==> src/hw/rtl/xpr_pkg.sv <==
// Package for the XOR parity packet recovery block.
// Holds sizes, codes, transaction structs and the controller/datapath links.
// Depends on nothing.
package xpr_pkg;

	// Default sizes of the group storage.
	localparam int unsigned MAX_DATA_PACKETS   = 16;
	localparam int unsigned MAX_PARITY_PACKETS = 4;
	localparam int unsigned MAX_PACKET_BYTES   = 2048;

	// Configuration port.
	localparam int unsigned CFG_IDX_W  = 2;
	localparam int unsigned CFG_DATA_W = 5;

	typedef enum logic [CFG_IDX_W-1:0] {
		REG_DATA_PER_GROUP   = 2'd0,
		REG_PARITY_PER_GROUP = 2'd1
	} reg_idx_t;

	// Request operation codes.
	typedef enum logic [1:0] {
		OP_BYTE    = 2'd0,
		OP_RECOVER = 2'd1,
		OP_READ    = 2'd2,
		OP_CLEAR   = 2'd3
	} op_t;

	// Result status codes.
	typedef enum logic [3:0] {
		ST_ACCEPTED  = 4'd0,
		ST_IGNORED   = 4'd1,
		ST_COMPLETE  = 4'd2,
		ST_RECOVERED = 4'd3,
		ST_TOO_FEW   = 4'd4,
		ST_UNRECOV   = 4'd5,
		ST_READ_OK   = 4'd6,
		ST_EMPTY     = 4'd7,
		ST_CLEARED   = 4'd8
	} status_t;

	// Packet write mode between and during packets.
	typedef enum logic [1:0] {
		WM_IDLE    = 2'd0,
		WM_DATA    = 2'd1,
		WM_PARITY  = 2'd2,
		WM_DISCARD = 2'd3
	} wmode_t;

	typedef struct packed {
		logic [1:0]  op;
		logic [31:0] seq;
		logic        is_parity;
		logic [7:0]  data_byte;
		logic        last_byte;
		logic [3:0]  read_slot;
		logic [10:0] read_offset;
	} req_t;

	typedef struct packed {
		logic [3:0]  status;
		logic [7:0]  read_data;
		logic [11:0] packet_length;
		logic [3:0]  rebuilt_slot;
		logic        overflow;
	} rsp_t;

	// Commands from the controller to the datapath.
	typedef struct packed {
		logic latch;
		logic mod_start;
		logic mod_step;
		logic open_pkt;
		logic do_byte;
		logic rd_req;
		logic rd_res;
		logic chk_res;
		logic scan_start;
		logic scan_step;
		logic unrec_res;
		logic par_req;
		logic dat_step;
		logic wr_byte;
		logic rb_done;
		logic clr;
		logic out_load;
	} cmd_t;

	// Status from the datapath to the controller.
	typedef struct packed {
		logic wmode_idle;
		logic mod_done;
		logic recov_go;
		logic scan_last;
		logic scan_found;
		logic plen_zero;
		logic dat_last;
		logic j_last;
		logic out_free;
	} sts_t;

endpackage

==> src/hw/rtl/xpr_ctrl.sv <==
// Controller state machine of the XOR parity packet recovery block.
// Sequences each transaction through the datapath; uses xpr_pkg.
module xpr_ctrl (
	input  logic          clk,
	input  logic          arst_n,
	input  logic          req_valid,
	input  logic [1:0]    req_op,
	output logic          req_stall,
	input  xpr_pkg::sts_t sts,
	output xpr_pkg::cmd_t cmd
);

	typedef enum logic [13:0] {
		S_IDLE  = 14'b00000000000001,
		S_MOD   = 14'b00000000000010,
		S_BYTE  = 14'b00000000000100,
		S_RDREQ = 14'b00000000001000,
		S_RDRES = 14'b00000000010000,
		S_RCHK  = 14'b00000000100000,
		S_SCAN  = 14'b00000001000000,
		S_SCHK  = 14'b00000010000000,
		S_RPAR  = 14'b00000100000000,
		S_RDAT  = 14'b00001000000000,
		S_RWR   = 14'b00010000000000,
		S_RDONE = 14'b00100000000000,
		S_CLR   = 14'b01000000000000,
		S_FIN   = 14'b10000000000000
	} state_t;

	state_t st_q;
	state_t st_nx;

	// One transaction at a time: take requests only when idle.
	assign req_stall = (st_q != S_IDLE);

	// Next state and command decode.
	always_comb begin
		cmd   = '0;
		st_nx = st_q;
		unique case (st_q)
			S_IDLE: begin
				if (req_valid) begin
					cmd.latch = 1'b1;
					unique case (xpr_pkg::op_t'(req_op))
						xpr_pkg::OP_BYTE: begin
							if (sts.wmode_idle) begin
								cmd.mod_start = 1'b1;
								st_nx = S_MOD;
							end else begin
								st_nx = S_BYTE;
							end
						end
						xpr_pkg::OP_RECOVER: st_nx = S_RCHK;
						xpr_pkg::OP_READ:    st_nx = S_RDREQ;
						xpr_pkg::OP_CLEAR:   st_nx = S_CLR;
					endcase
				end
			end
			S_MOD: begin
				if (sts.mod_done) begin
					cmd.open_pkt = 1'b1;
					st_nx = S_BYTE;
				end else begin
					cmd.mod_step = 1'b1;
				end
			end
			S_BYTE: begin
				cmd.do_byte = 1'b1;
				st_nx = S_FIN;
			end
			S_RDREQ: begin
				cmd.rd_req = 1'b1;
				st_nx = S_RDRES;
			end
			S_RDRES: begin
				cmd.rd_res = 1'b1;
				st_nx = S_FIN;
			end
			S_RCHK: begin
				if (sts.recov_go) begin
					cmd.scan_start = 1'b1;
					st_nx = S_SCAN;
				end else begin
					cmd.chk_res = 1'b1;
					st_nx = S_FIN;
				end
			end
			S_SCAN: begin
				cmd.scan_step = 1'b1;
				if (sts.scan_last) begin
					st_nx = S_SCHK;
				end
			end
			S_SCHK: begin
				if (!sts.scan_found) begin
					cmd.unrec_res = 1'b1;
					st_nx = S_FIN;
				end else if (sts.plen_zero) begin
					st_nx = S_RDONE;
				end else begin
					st_nx = S_RPAR;
				end
			end
			S_RPAR: begin
				cmd.par_req = 1'b1;
				st_nx = S_RDAT;
			end
			S_RDAT: begin
				cmd.dat_step = 1'b1;
				if (sts.dat_last) begin
					st_nx = S_RWR;
				end
			end
			S_RWR: begin
				cmd.wr_byte = 1'b1;
				st_nx = sts.j_last ? S_RDONE : S_RPAR;
			end
			S_RDONE: begin
				cmd.rb_done = 1'b1;
				st_nx = S_FIN;
			end
			S_CLR: begin
				cmd.clr = 1'b1;
				st_nx = S_FIN;
			end
			S_FIN: begin
				if (sts.out_free) begin
					cmd.out_load = 1'b1;
					st_nx = S_IDLE;
				end
			end
			default: st_nx = S_IDLE;
		endcase
	end

	// State register.
	always_ff @(posedge clk or negedge arst_n) begin
		if (!arst_n) begin
			st_q <= S_IDLE;
		end else begin
			st_q <= st_nx;
		end
	end

endmodule

==> config.mk <==
export PLATFORM = sky130hd
export DESIGN_NAME = xpr_ctrl
export DESIGN_NICKNAME = d
export VERILOG_FILES = /design/src/hw/rtl/xpr_pkg.sv /design/src/hw/rtl/xpr_ctrl.sv
export SDC_FILE = /design/constraint.sdc
export NUM_CORES = 1
export LEC_CHECK = 0
export CAP_MARGIN = 40
export CORE_MARGIN = 10
export CORE_UTILIZATION = 30
export CTS_CLUSTER_SIZE = 24
export DETAILED_ROUTE_END_ITERATION = 10
export DONT_BUFFER_PORTS = 1
export PLACE_DENSITY_LB_ADDON = 0.12
export SETUP_SLACK_MARGIN = 0.02
export SYNTH_ARGS = -nofsm -noshare
export SYNTH_HDL_FRONTEND = slang
export SYNTH_SLANG_ARGS = --single-unit
==> constraint.sdc <==
create_clock -name clk -period 3.6 [get_ports clk]
set_input_delay 1.08 -clock clk [delete_from_list [all_inputs] [get_ports clk]]
set_output_delay 1.08 -clock clk [all_outputs]
set_load 0.02 [all_outputs]
==> results.sh <==
export IMPL_run_status="complete, no violations"
export IMPL_synth_seq_area_share_pct=33.0
export IMPL_pwr_density_cell_nw_per_um2=518
export IMPL_synth_cells=124
export IMPL_max_ir_drop_vdd_mv=0.261
export IMPL_post_drt_wl_per_cell_um=16.6
export IMPL_count_of_final_setup_violators=0
export IMPL_post_route_util_pct=35.4
export IMPL_num_vias=967
export IMPL_finalHoldWorstSlack_ps=472
export IMPL_timing_worst_setup_path_type="register to output port"
export IMPL_cts_inserted_buffers=3
export IMPL_drt_initial_drc_count=67
export IMPL_grt_setup_unrepaired="no"
export IMPL_global_route_overflow_total=0
export IMPL_root_buffer="clkbuf_4"
export IMPL_initial_antenna_violation_count=0
export IMPL_worstSkewPairLatency_ps=290
export IMPL_min_delay_path_class="input pin to async pin"
export IMPL_synth_cell_type_count=49
export IMPL_cp_arrival_ps=2390
export IMPL_post_route_drc_count=0
export IMPL_area_delta_synth_final_pct=12.4
export IMPL_placement_io_buffers=0
export IMPL_synthesis_nets=138
export IMPL_drv_cap=0
export IMPL_dieArea_um2=6340
export IMPL_io_pins=32
export IMPL_layout_top_registers="st_q (14)"
export IMPL_largest_net_degree_at_the_start_of_global_routing=15
export IMPL_final_min_period_over_clock_period_pct=96.5
export IMPL_routabilityCongestion=0.832
export IMPL_maxClockFrequency_ghz=0.288
export IMPL_globalRouteTotalUtil_pct=9.46
export IMPL_cp_data_required_time_ps=2520
export IMPL_dpl_worst_slack_ps=449
export IMPL_initial_core_util_pct=31.5
export IMPL_postRouteWirelength_um=2920
export IMPL_largest_register="st_q"
export IMPL_clk_transition_reported_paths_ps=100
export IMPL_max_slew_worst_pin_slew_ps=696
export IMPL_crit_fanout=9
export IMPL_finalWorstPathRequiredPeriod_ps=3470
export IMPL_floorplan_rows=21
export IMPL_final_setup_tns_ps=0
export IMPL_first_global_vias=953
export IMPL_synth_seq_cells=14
export IMPL_cts_hold_buffers_added=0
export IMPL_final_max_slew_viol_count=0
export IMPL_drt_first_pass_iters=4
export IMPL_final_net_count=145
export IMPL_tritoncts="done"
export IMPL_postSynthAreaPerCell_um2=8.60
export IMPL_syn_cell_area_um2=1070
export IMPL_dpl_instance_area_um2=1140
export IMPL_core_region_area_um2=3390
export IMPL_synth_largest_area_cell="dfrtp_1"
export IMPL_worstSetupStartpointType="register"
export IMPL_number_of_synthesis_warnings=0
export IMPL_clock_skew_ps=2.69
export IMPL_synth_top_area_share_pct=30.5
export IMPL_worst_slew_margin_rel_pct=53.3
export IMPL_netlist_top_cells_area="dfrtp_1, nor2_1, nor3_1, nor4_1, nor4b_1"
export IMPL_dieHeight_um=79.6
export IMPL_insertedDiodeCount=0
export IMPL_layout_cell_area_non_filler_um2=1200
export IMPL_post_drt_via_cell_ratio=5.49
export IMPL_final_critical_path_setup_slack_ps=126
export IMPL_postRouteAntennaNets=0
export IMPL_power_leakage_nw=0.532
export IMPL_finalHoldViolCount=0
export IMPL_largest_register_ffs=14
export IMPL_cts_htree_levels=1
export IMPL_clk_path_buf_depth=2
export IMPL_critPathCaptureType="output port"
export IMPL_dpl_hpwl_um=2340
export IMPL_post_route_cells_drive_above_1_share_pct=16.9
export IMPL_global_route_wire_length_before_repair_um=4810
export IMPL_dieWidth_um=79.6
export IMPL_clock_sinks=14
## cells in the mapped netlist, drive strengths merged
| cell type | instances |
|---|---|
| or2 | 5 |
| nor4 | 8 |
| nand4 | 2 |
| and4 | 1 |
| a21oi | 2 |
| a21o | 1 |
| xor2 | 3 |
| nor4b | 4 |
| nor3b | 2 |
| nand4bb | 1 |
| a21boi | 1 |
| o21a | 1 |
| a211oi | 1 |
| nor3 | 9 |
| a31oi | 1 |
| and2 | 2 |
| o211ai | 1 |
| nand3b | 1 |
| or3 | 3 |
| o21ai | 2 |
| nor2b | 2 |
| xnor2 | 1 |
| or2b | 1 |
| a211o | 1 |
| and3 | 6 |
| clkbuf | 4 |
| dfstp | 1 |
| or4 | 3 |
| a32oi | 1 |
| nor2 | 17 |
| o311ai | 1 |
| dfrtp | 13 |
| and3b | 2 |
| o32ai | 2 |
| nand2 | 7 |
| nand2b | 5 |
| nand3 | 2 |
| a22o | 1 |
| inv | 3 |
## layout make-up
cell class	instances	area [um^2]
clock buffers	4	36.3
well taps	46	57.6
multi-input cells	103	697
inverters	3	11.3
fillers	355	2190
flip-flops and latches	14	352
repair buffers	6	45.0
## cell usage in the layout (no fill, tap or decap), types with 4 or more instances in the layout
cell and count:
and3_1 5, buf_4 6, dfrtp_1 13, nand2_1 6, nand2b_1 5, nor2_1 17, nor3_1 8, nor4_1 6
nor4b_1 4
## per-layer routing
metal	wire, um	GRT usage, %	vias to the layer above
met5	0	0	-
met4	21	1.79	0
met3	267	3.83	4
met2	1310	13.9	25
met1	1320	12.7	464
li1	-	-	474
## what timing repair did
action	CTS	global route
gates resized for setup	0	1
setup endpoints to repair	0	2
setup buffers	0	2
## path summary, 6_finish.rpt
path | from | to | slack, ps | depth (start not counted)
setup / recovery | st_q[9] | cmd[15] | 130 | 4
hold / removal | arst_n | st_q[1] | 470 | 0
setup reg to reg | st_q[9] | st_q[13] | 1420 | 5
hold reg to reg | st_q[6] | st_q[4] | 620 | 1
max in group asynchronous | arst_n | st_q[0] | 2960 | 0
min in group clk | st_q[6] | st_q[4] | 620 | 1
## worst max-delay path: stages, from the launching register on
cell and delay [ps]:
dfrtp_1 480, or4_4 610, nor4_4 420, and3_4 320, and3_1 290
## cells by family (layout without fill, tap and decap cells)
kind of cell           after synthesis  in the layout  synth area share (%)
AO/OA/AOI/OAI                       16             16                  12.7
XOR/XNOR                             4              4                  3.29
buffers and inverters                7             13                  2.46
flip-flops                          14             14                  33.0
AND/OR/NAND/NOR                     83             83                  48.6
## power by group
part / switching (mW) / total, mW / internal, mW
Clock: 0.0584 / 0.120 / 0.0616
Sequential: 0.0306 / 0.208 / 0.177
Combinational: 0.172 / 0.294 / 0.122
Total: 0.261 / 0.621 / 0.361
## per-stage QoR
stage,instances,total power [mW]
final,176,0.621
after global routing,176,0.673
after CTS,174,0.601
after detailed placement,170,0.480
after global placement,170,0.481
after floorplan,124,0.429
Power figures use the tool's default switching activity.
